==> src/design/prpt_pkg.sv <==
// Package for the padded rectangle placement table.
// Holds widths, register indexes, reset values and the shared types.
// No dependencies; every module of the block imports it.
`timescale 1ns / 1ps
`default_nettype none

package prpt_pkg;

   localparam int MAX_RECTS      = 16;
   localparam int TRIES_PER_RECT = 30;

   localparam int IDX_W   = $clog2(MAX_RECTS);
   localparam int CNT_W   = $clog2(MAX_RECTS + 1);
   localparam int TRY_W   = $clog2(MAX_RECTS * TRIES_PER_RECT + 1);
   localparam int COORD_W = 11;
   localparam int CSR_ADDR_W = 2;
   localparam int CSR_DATA_W = 8;

   localparam logic [CSR_ADDR_W-1:0] REG_MAP_WIDTH   = 2'd0;
   localparam logic [CSR_ADDR_W-1:0] REG_MAP_HEIGHT  = 2'd1;
   localparam logic [CSR_ADDR_W-1:0] REG_PADDING     = 2'd2;
   localparam logic [CSR_ADDR_W-1:0] REG_ROOM_TARGET = 2'd3;

   localparam logic [7:0] MAP_WIDTH_RST   = 8'd50;
   localparam logic [7:0] MAP_HEIGHT_RST  = 8'd50;
   localparam logic [3:0] PADDING_RST     = 4'd1;
   localparam logic [4:0] ROOM_TARGET_RST = 5'd16;

   localparam logic ACTION_START = 1'b0;

   // Candidate or stored rectangle, x in the lowest byte.
   typedef struct packed {
      logic [7:0] height;
      logic [7:0] width;
      logic [7:0] z;
      logic [7:0] x;
   } rect_type;

   // Padded candidate edges, inclusive, signed.
   typedef struct packed {
      logic signed [COORD_W-1:0] left;
      logic signed [COORD_W-1:0] right;
      logic signed [COORD_W-1:0] top;
      logic signed [COORD_W-1:0] bottom;
   } bounds_type;

   // Verdict that walks down the row of cells.
   typedef struct packed {
      logic valid;
      logic ok;
   } token_type;

   // Result beat, placed in the lowest bit.
   typedef struct packed {
      logic             finished;
      logic [CNT_W-1:0] stored_count;
      logic             placed;
   } result_type;

endpackage

`default_nettype wire

==> src/design/prpt_cell.sv <==
// One cell of the placement table: stores one rectangle and checks it
// against the padded candidate as the verdict token passes. Uses prpt_pkg.
`timescale 1ns / 1ps
`default_nettype none

module prpt_cell (
   input  wire                         clock,
   input  wire                         reset,
   input  wire                         live,
   input  wire                         wr_en,
   input  wire prpt_pkg::rect_type     wr_rect,
   input  wire prpt_pkg::bounds_type   cand,
   input  wire prpt_pkg::token_type    tok_in,
   output prpt_pkg::token_type         tok_out
);
   import prpt_pkg::*;

   rect_type  rect_ff;
   token_type tok_ff;
   token_type tok_in_n;
   logic signed [COORD_W-1:0] o_left, o_right, o_top, o_bottom;
   logic apart;

   always_comb begin
      o_left   = COORD_W'(rect_ff.x);
      o_top    = COORD_W'(rect_ff.z);
      o_right  = COORD_W'(rect_ff.x) + COORD_W'(rect_ff.width) - COORD_W'(1);
      o_bottom = COORD_W'(rect_ff.z) + COORD_W'(rect_ff.height) - COORD_W'(1);
      apart = (cand.right < o_left) || (cand.left > o_right) ||
              (cand.bottom < o_top) || (cand.top > o_bottom);
      tok_in_n.valid = tok_in.valid;
      tok_in_n.ok    = tok_in.ok && (!live || apart);
   end

   always_ff @(posedge clock) begin
      if (wr_en) begin
         rect_ff <= wr_rect;
      end
   end

   always_ff @(posedge clock) begin
      if (reset) begin
         tok_ff <= '0;
      end else begin
         tok_ff <= tok_in_n;
      end
   end

   assign tok_out = tok_ff;

endmodule

`default_nettype wire

==> src/design/padded_rectangle_placement_table.sv <==
// Top level of the padded rectangle placement table.
// Instantiates the row of prpt_cell stages; uses prpt_pkg.
`timescale 1ns / 1ps
`default_nettype none

// How to use this block.
// The req channel carries one beat per item. req_tuser is the action: a low
// value starts a new level, which empties the table and clears the try count;
// a high value offers the candidate rectangle in req_tdata. The rsp channel
// returns exactly one beat per request beat with the placed flag, the number
// of stored rectangles and the finished flag.
// A candidate is padded on every side and its edges are computed as the beat
// is taken. The verdict then walks through a row of sixteen cells, one cell
// per cycle, each cell holding one stored rectangle. At the end of the row
// the counters and the table are updated and the result is written out.
// One item is handled at a time, so a new request beat is taken only after
// the verdict of the previous one has left the last cell of the row.
// A finished result sits in the output register while the next request is
// already accepted. When the receiver holds rsp_tready low, one more result
// fits in a second register; beyond that req_tready stays low.
// Reset empties the table, clears both counters and loads the register
// defaults: map 50 by 50, padding 1, target 16. The user must write the csr
// port registers only while no item is in flight; the block does not check.
module padded_rectangle_placement_table (
   input  wire                                  clock,
   input  wire                                  reset,
   // Configuration writes.
   input  wire                                  csr_we,
   input  wire  [prpt_pkg::CSR_ADDR_W-1:0]      csr_addr,
   input  wire  [prpt_pkg::CSR_DATA_W-1:0]      csr_wdata,
   // Request stream.
   input  wire                                  req_tvalid,
   output logic                                 req_tready,
   input  wire  [31:0]                          req_tdata, // cand_x, cand_z, cand_width, cand_height
   input  wire                                  req_tuser, // action
   // Result stream.
   output logic                                 rsp_tvalid,
   input  wire                                  rsp_tready,
   output logic [7:0]                           rsp_tdata  // placed, stored_count, finished, zero pad
);
   import prpt_pkg::*;

   // Configuration registers.
   logic [7:0] map_width_ff, map_height_ff;
   logic [3:0] padding_ff;
   logic [4:0] room_target_ff;

   // Level state and the item in flight.
   logic [CNT_W-1:0] count_ff, count_in;
   logic [TRY_W-1:0] tries_ff, tries_in;
   logic             busy_ff, busy_in;
   logic             action_ff;
   rect_type         cand_ff;
   bounds_type       bounds_ff, bounds_in;
   token_type        head_ff, head_in;

   // Output register and its skid entry.
   result_type rsp_data_ff, pend_data_ff, result;
   logic       rsp_valid_ff, pend_valid_ff;

   token_type            chain [MAX_RECTS+1];
   logic [MAX_RECTS-1:0] wr_vec;
   logic [MAX_RECTS-1:0] live_vec;
   logic [MAX_RECTS:0]   tok_valid_vec;

   rect_type         req_rect;
   logic             req_take, rsp_take, commit, placed, done_now, map_ok;
   logic [CNT_W-1:0] target;
   logic [TRY_W-1:0] limit;

   assign req_rect   = rect_type'(req_tdata);
   assign req_tready = !busy_ff && !pend_valid_ff;
   assign req_take   = req_tvalid && req_tready;
   assign rsp_take   = rsp_valid_ff && rsp_tready;

   // Configuration writes.
   always_ff @(posedge clock) begin
      if (reset) begin
         map_width_ff   <= MAP_WIDTH_RST;
         map_height_ff  <= MAP_HEIGHT_RST;
         padding_ff     <= PADDING_RST;
         room_target_ff <= ROOM_TARGET_RST;
      end else if (csr_we) begin
         unique case (csr_addr)
            REG_MAP_WIDTH:   map_width_ff   <= csr_wdata[7:0];
            REG_MAP_HEIGHT:  map_height_ff  <= csr_wdata[7:0];
            REG_PADDING:     padding_ff     <= csr_wdata[3:0];
            REG_ROOM_TARGET: room_target_ff <= csr_wdata[4:0];
            default: ;
         endcase
      end
   end

   // Padded edges of the incoming candidate and the map bound check. Edges
   // can go negative or beyond 255, so they are carried as signed values.
   always_comb begin
      bounds_in.left   = COORD_W'(req_rect.x) - COORD_W'(padding_ff);
      bounds_in.top    = COORD_W'(req_rect.z) - COORD_W'(padding_ff);
      bounds_in.right  = COORD_W'(req_rect.x) + COORD_W'(req_rect.width) +
                         COORD_W'(padding_ff) - COORD_W'(1);
      bounds_in.bottom = COORD_W'(req_rect.z) + COORD_W'(req_rect.height) +
                         COORD_W'(padding_ff) - COORD_W'(1);
      map_ok = !bounds_in.left[COORD_W-1] && !bounds_in.top[COORD_W-1] &&
               (bounds_in.right  < $signed(COORD_W'(map_width_ff))) &&
               (bounds_in.bottom < $signed(COORD_W'(map_height_ff)));
      head_in.valid = req_take;
      head_in.ok    = map_ok;
   end

   always_ff @(posedge clock) begin
      if (req_take) begin
         cand_ff   <= req_rect;
         action_ff <= req_tuser;
         bounds_ff <= bounds_in;
      end
   end

   always_ff @(posedge clock) begin
      if (reset) begin
         head_ff <= '0;
      end else begin
         head_ff <= head_in;
      end
   end

   // The row of cells. Cell i holds table entry i and only counts as a
   // blocker while i is below the stored count.
   assign chain[0] = head_ff;

   for (genvar i = 0; i < MAX_RECTS; i++) begin : g_cell
      assign live_vec[i]      = count_ff > CNT_W'(i);
      assign wr_vec[i]        = placed && (count_ff[IDX_W-1:0] == IDX_W'(i));
      assign tok_valid_vec[i] = chain[i].valid;

      prpt_cell u_cell (
         .clock   (clock),
         .reset   (reset),
         .live    (live_vec[i]),
         .wr_en   (wr_vec[i]),
         .wr_rect (cand_ff),
         .cand    (bounds_ff),
         .tok_in  (chain[i]),
         .tok_out (chain[i+1])
      );
   end
   assign tok_valid_vec[MAX_RECTS] = chain[MAX_RECTS].valid;

   // Target is capped at the table size; the try limit follows from it.
   assign target = (room_target_ff > 5'(MAX_RECTS)) ? CNT_W'(MAX_RECTS)
                                                    : CNT_W'(room_target_ff);
   assign limit    = TRY_W'(target) * TRY_W'(TRIES_PER_RECT);
   assign done_now = (count_ff >= target) || (tries_ff >= limit);
   assign commit   = chain[MAX_RECTS].valid;

   // Level update when the verdict leaves the last cell.
   always_comb begin
      count_in = count_ff;
      tries_in = tries_ff;
      placed   = 1'b0;
      busy_in  = busy_ff;
      if (req_take) begin
         busy_in = 1'b1;
      end
      if (commit) begin
         busy_in = 1'b0;
         if (action_ff == ACTION_START) begin
            count_in = '0;
            tries_in = '0;
         end else if (!done_now) begin
            tries_in = tries_ff + TRY_W'(1);
            if (chain[MAX_RECTS].ok && (count_ff < CNT_W'(MAX_RECTS))) begin
               placed   = 1'b1;
               count_in = count_ff + CNT_W'(1);
            end
         end
      end
      result.placed       = placed;
      result.stored_count = count_in;
      result.finished     = (count_in >= target) || (tries_in >= limit);
   end

   always_ff @(posedge clock) begin
      if (reset) begin
         count_ff <= '0;
         tries_ff <= '0;
         busy_ff  <= 1'b0;
      end else begin
         count_ff <= count_in;
         tries_ff <= tries_in;
         busy_ff  <= busy_in;
      end
   end

   // Output register with one skid entry. A result lands in the skid entry
   // only when the output register is full and not being drained.
   always_ff @(posedge clock) begin
      if (reset) begin
         rsp_valid_ff  <= 1'b0;
         pend_valid_ff <= 1'b0;
      end else begin
         if (!rsp_valid_ff || rsp_take) begin
            if (pend_valid_ff) begin
               rsp_valid_ff  <= 1'b1;
               pend_valid_ff <= 1'b0;
            end else begin
               rsp_valid_ff <= commit;
            end
         end else if (commit) begin
            pend_valid_ff <= 1'b1;
         end
      end
   end

   always_ff @(posedge clock) begin
      if (!rsp_valid_ff || rsp_take) begin
         if (pend_valid_ff) begin
            rsp_data_ff <= pend_data_ff;
         end else if (commit) begin
            rsp_data_ff <= result;
         end
      end else if (commit) begin
         pend_data_ff <= result;
      end
   end

   assign rsp_tvalid = rsp_valid_ff;
   assign rsp_tdata  = {1'b0, rsp_data_ff};

   // The skid entry is only ever filled behind a full output register.
   a_pend_behind_rsp: assert property (@(posedge clock) disable iff (reset)
      pend_valid_ff |-> rsp_valid_ff)
      else $error("skid entry holds a result while the output register is empty");

   // At most one verdict token travels down the row.
   a_one_token: assert property (@(posedge clock) disable iff (reset)
      $onehot0(tok_valid_vec))
      else $error("more than one token in the cell row");

   // A placement raises the stored count by exactly one.
   a_place_count: assert property (@(posedge clock) disable iff (reset)
      (commit && placed) |=> (count_ff == CNT_W'($past(count_ff) + CNT_W'(1))))
      else $error("stored count did not step on a placement");

   // The stored count never exceeds the table size.
   a_count_cap: assert property (@(posedge clock) disable iff (reset)
      count_ff <= CNT_W'(MAX_RECTS))
      else $error("stored count beyond table size");

endmodule

`default_nettype wire
==> config.mk <==
export PLATFORM = sky130hd
export DESIGN_NAME = padded_rectangle_placement_table
export DESIGN_NICKNAME = d
export VERILOG_FILES = /design/src/design/prpt_pkg.sv /design/src/design/prpt_cell.sv /design/src/design/padded_rectangle_placement_table.sv
export SDC_FILE = /design/constraint.sdc
export NUM_CORES = 2
export LEC_CHECK = 0
export ABC_AREA = 1
export BUFFER_PORTS_ARGS = -buffer_cell sky130_fd_sc_hd__buf_2
export CELL_PAD_IN_SITES_DETAIL_PLACEMENT = 2
export CELL_PAD_IN_SITES_GLOBAL_PLACEMENT = 2
export CORE_MARGIN = 2
export CORE_UTILIZATION = 43
export CTS_CLUSTER_SIZE = 40
export DETAILED_ROUTE_END_ITERATION = 16
export GPL_ROUTABILITY_DRIVEN = 0
export GPL_TIMING_DRIVEN = 0
export PLACE_DENSITY = 0.88
export SLEW_MARGIN = 20
export SYNTH_ARGS = -nofsm -noshare
export SYNTH_HDL_FRONTEND = slang
export SYNTH_SLANG_ARGS = --single-unit
==> constraint.sdc <==
create_clock -name clock -period 8.35 [get_ports clock]
set_input_delay 0.835 -clock clock [delete_from_list [all_inputs] [get_ports clock]]
set_output_delay 0.835 -clock clock [all_outputs]
set_load 0.01 [all_outputs]
==> metrics.md, run 1 <==
| Metric | Value |
|---|---|
| CTS Buffer Depth | `3` |
| Num CTS Buffers | `77` |
| Library cells used by synthesis | `56` |
| Status | `stopped before the end` |
| GRT Residual Overflow | `15` |
| Err | `[ERROR GRT-0232] Routing congestion too high. Check the congestion heatmap in the GUI.` |
| # resized after CTS | `0` |
| DP HPWL | `183 mm` |
| FF+latch count, synth | `675` |
| Post-synth ARST share | `0` |
| Post-CTS setup buffer count | `0` |
| CTS root buffer | `clkbuf_16` |
| Synth warn | `0` |
| Std cell rows | `126` |
| Die width | `349 µm` |
| Die H | `349 µm` |
| Cell area after synthesis | `51300 µm²` |
| H-tree Lvls | `3` |
| Port-buffer cells | `55` |
| Tot GR Track Use | `0.763` |
| Stopping stage | `global routing (5_1_grt)` |
| Primary FF master, synth | `edfxtp_1` |
| Sequential-to-total area share from yosys stat | `0.380` |
| Num Clock Sinks | `675` |
| Worst EP post-GRT repair | `rsp_tdata[6]$_DFFE_PP_/D` |
| Boundary Pins | `58` |
| Initial antenna violation count | `63` |
| Top post-synthesis cells by area | `edfxtp_1 35%, ha_1 24%, inv_1 6.0%` |
| Syn avg cell area | `9.65 µm²` |
| Cell count after synthesis | `5317` |
| Worst_ep kind | `sequential cell input` |
| Area share of the leading cell type in the synthesized netlist | `0.351` |
| Cts hold-fix bufs | `0` |
| Starting density of the core | `0.434` |
| Synth area leader | `edfxtp_1` |
| Maximum number of pins on one net before global-route repair | `26` |
| Mapped Nets | `6378` |
| Placed Cells | `7033` |
| EDFF count, synth | `599` |
-- stage by stage --
stage	setup slack, ns	instance area (µm²)	utilization	TNS [ns]
CTS	0.302	58300	0.493	0
detailed placement	0.899	55800	0.472	0
global placement	-0.504	53500	0.452	-48.80
floorplan	1.90	51300	-	0
-- metal layers --
| metal | GRT usage | GRT overflow |
|---|---|---|
| met1 | 0.731 | 0 |
| met2 | 0.894 | 5 |
| met3 | 0.666 | 1 |
| met4 | 0.778 | 9 |
| met5 | 0.503 | 0 |
-- kinds of logic after synthesis --
kind of cell    Yosys count  synth area share
xor+xnor                452            0.0772
compound gates          920             0.105
other cells               1         0.0000731
simple gates           1412             0.122
fa+ha+maj              1013             0.254
buf+inv                 844            0.0620
flops                   675             0.380
-- cell usage after synthesis, types with 8 or more instances --
master and n:
a211oi_1 21, a21boi_0 32, a21o_1 45, a21oi_1 474, a31oi_1 13, and2_1 18, and3_1 17, clkbuf_1 15
dfxtp_1 76, edfxtp_1 599, fa_1 47, ha_1 966, inv_1 825, nand2_1 574, nand3_1 213, nand3b_1 31
nand4_1 89, nor2_1 365, nor3_1 58, nor4_1 28, o2111ai_1 11, o211ai_1 15, o21a_1 29, o21ai_0 164
o21bai_1 62, o221ai_1 17, o41ai_1 8, xnor2_1 156, xor2_1 296
==> inputs of run 2 (changes only) <==
CELL_PAD_IN_SITES_DETAIL_PLACEMENT = not set   (was 2)
CELL_PAD_IN_SITES_GLOBAL_PLACEMENT = not set   (was 2)
CORE_UTILIZATION = 40   (was 43)
CTS_CLUSTER_SIZE = not set   (was 40)
PLACE_DENSITY = not set   (was 0.88)
PLACE_DENSITY_LB_ADDON = 0.15   (was not set)
==> run 2 against run 1 <==
Area after synthesis did not move. The run now ends clean. Synthesized cell count is the same.
==> metrics.md, run 2 <==
| Metric | Value |
|---|---|
| Status | `completed` |
| Final std cells w/o fill | `7310` |
| Rel. slew slack | `0.217` |
| Worst IR Drop VDD | `0.149 mV` |
| WL/cell | `19.7 µm` |
| Unrepaired setup endpoints after global routing | `false` |
| Maximum number of pins on one net before global-route repair | `26` |
| Final hold vios | `0` |
| Commonest non-fill, non-tap cells in the layout | `966 x ha_1, 823 x inv_1, 599 x edfxtp_1` |
| Die width | `362 µm` |
| Cell count after synthesis | `5317` |
| Measured slew at the worst slew-check pin | `1.17 ns` |
| Syn avg cell area | `9.65 µm²` |
| Fill count | `11.9k` |
| Starting DRC count in detailed routing | `2736` |
| Port-buffer cells | `55` |
| First-pass GRT wire length | `217 mm` |
| Post-synth ARST share | `0` |
| PwrDens | `156 nW/µm²` |
| Boundary Pins | `58` |
| Cts hold-fix bufs | `0` |
| Tot GR Track Use | `0.220` |
| Synth warn | `0` |
| Initial antenna violation count | `8` |
| Reg clk slew, reported paths | `0.07 ns` |
| DP HPWL | `113 mm` |
| CP Capture Type | `flop` |
| Layout area overhead | `14.3%` |
| # resized after CTS | `0` |
| Clk_lat worst skew | `0.65 ns` |
| CTS root buffer | `clkbuf_16` |
| FF+latch count, synth | `675` |
| Hold_ws | `0.362 ns` |
| Max reg flops | `256` |
| CTS Buffer Depth | `3` |
| GRT Residual Overflow | `0` |
| FF+latch area | `19500 µm²` |
| Primary FF master, synth | `edfxtp_1` |
| Worst path max stage delay | `0.43 ns` |
| Synth area leader | `edfxtp_1` |
| Library cells used by synthesis | `56` |
| EDFF count, synth | `599` |
| R2R cell count | `38` |
| Crit-path max FO | `9` |
| Final nets | `6638` |
| Clock tree from TritonCTS | `built` |
| Vias in the first global route | `37.2k` |
| Biggest register | `g_cell.u_cell.rect_ff` |
| Hold Crit Depth | `1` |
| Multi-input logic area | `28700 µm²` |
| Leak Pwr | `26.4 nW` |
| Std cell rows | `131` |
| Sequential-to-total area share from yosys stat | `0.380` |
| Post-CTS setup buffer count | `0` |
| Mapped Nets | `6378` |
| DR DRC count | `0` |
| Vias per inst | `5.19` |
| Layout Skew | `0.0377 ns` |
| Die H | `362 µm` |
| Post-synth top cells | `966 x ha_1, 825 x inv_1, 599 x edfxtp_1` |
| Cell area after synthesis | `51300 µm²` |
| Num CTS Buffers | `79` |
| Die area | `131000 µm²` |
| Commonest non-fill, non-tap cell in the layout | `ha_1` |
| Core ar. | `127000 µm²` |
| Top post-synthesis cells by area | `edfxtp_1 35%, ha_1 24%, inv_1 6.0%` |
| Post-route cell area | `58600 µm²` |
| Kind of critical path | `reg2reg` |
| Placed Cells | `7155` |
| Area share of the leading cell type in the synthesized netlist | `0.351` |
| Layout cell share with drive strength beyond 1 | `0.0618` |
| DRT antenna net count | `0` |
| Worst path arrival time | `6.96 ns` |
| Placement-stage cell area | `55900 µm²` |
| Wirelength, routed | `144 mm` |
| Num Clock Sinks | `675` |
| Final setup fails | `0` |
| Slew Limit Fails | `0` |
| Drt first pass iters | `5` |
| Most frequent cell after synthesis | `ha_1` |
| FMAX | `153 MHz` |
| Total of max-cap violations | `0` |
| Min cycle time layout | `6.55 ns` |
| Final period util | `0.784` |
| Worst hold-check path type | `in2reg` |
| Starting density of the core | `0.403` |
| H-tree Lvls | `3` |
| Slowest cell on crit path | `o21ai_0` |
| CP startpoint kind | `flop` |
| Via Count | `38.0k` |
| Critical Path RT | `8.76 ns` |
[run 2: final timing paths]
check | startpoint | to | slack (ns)
setup / recovery | room_target_ff[4] | rsp_tdata[6] | 1.80
hold reg to reg | g_cell[11].u_cell.tok_out[1] | g_cell[12].u_cell.tok_out[1] | 0.40
hold / removal | req_tuser | action_ff | 0.36
setup reg to reg | room_target_ff[4] | rsp_tdata[6] | 1.80
[run 2: kinds of logic after synthesis]
logic type / Yosys count / share of synthesized area
AO/OA/AOI/OAI: 920 / 0.105
XOR/XNOR: 452 / 0.0772
adder cells (fa/ha/maj): 1013 / 0.254
buffers and inverters: 844 / 0.0620
flip-flops: 675 / 0.380
other: 1 / 0.0000731
AND/OR/NAND/NOR: 1412 / 0.122
[run 2: power breakdown]
| part | total [W] | switching (W) | leakage [nW] | internal, W |
|---|---|---|---|---|
| Combinational | 0.00168 | 0.00101 | 19.1 | 0.000672 |
| Sequential | 0.00392 | 0.000170 | 6.05 | 0.00375 |
| Clock | 0.00357 | 0.00146 | 1.29 | 0.00211 |
[run 2: layout make-up]
cell class,instances,area share
multi-input combinational,3798,0.490
sequential,675,0.333
inverter,826,0.0529
timing repair buffer,179,0.0423
clock buffer,99,0.0371
tap,1662,0.0355
clock inverter,48,0.00819
buffer,18,0.00134
antenna,5,0.000213
[run 2: through the flow]
stage / worst slack, ns / TNS, ns / total power, W / util
after floorplan: 1.90 / 0 / 0.00481 / -
after global placement: -0.715 / -83.27 / 0.00542 / 0.421
after detailed placement: 1.90 / 0 / 0.00567 / 0.439
after CTS: 1.88 / 0 / 0.00924 / 0.460
after global routing: 1.22 / 0 / 0.00959 / 0.460
final: 1.80 / 0 / 0.00917 / 0.461
[run 2: layer usage]
| layer | share of wire | global-route usage |
|---|---|---|
| met3 | 0.054 | 0.0320 |
| met5 | 0 | 0 |
| met4 | 0.027 | 0.0610 |
| met1 | 0.47 | 0.298 |
| met2 | 0.45 | 0.364 |
[run 2: critical path: cells and delay by family, from the launching register on]
| kind | cells | cell delay, ns |
|---|---|---|
| flip-flops | 1 | 0.30 |
| adder cells (fa/ha/maj) | 5 | 1.49 |
| XOR/XNOR | 1 | 0.24 |
| AO/OA/AOI/OAI | 9 | 1.60 |
| AND/OR/NAND/NOR | 14 | 1.74 |
| buffers and inverters | 9 | 0.93 |
Note: power is estimated with default switching activity, not from simulation.
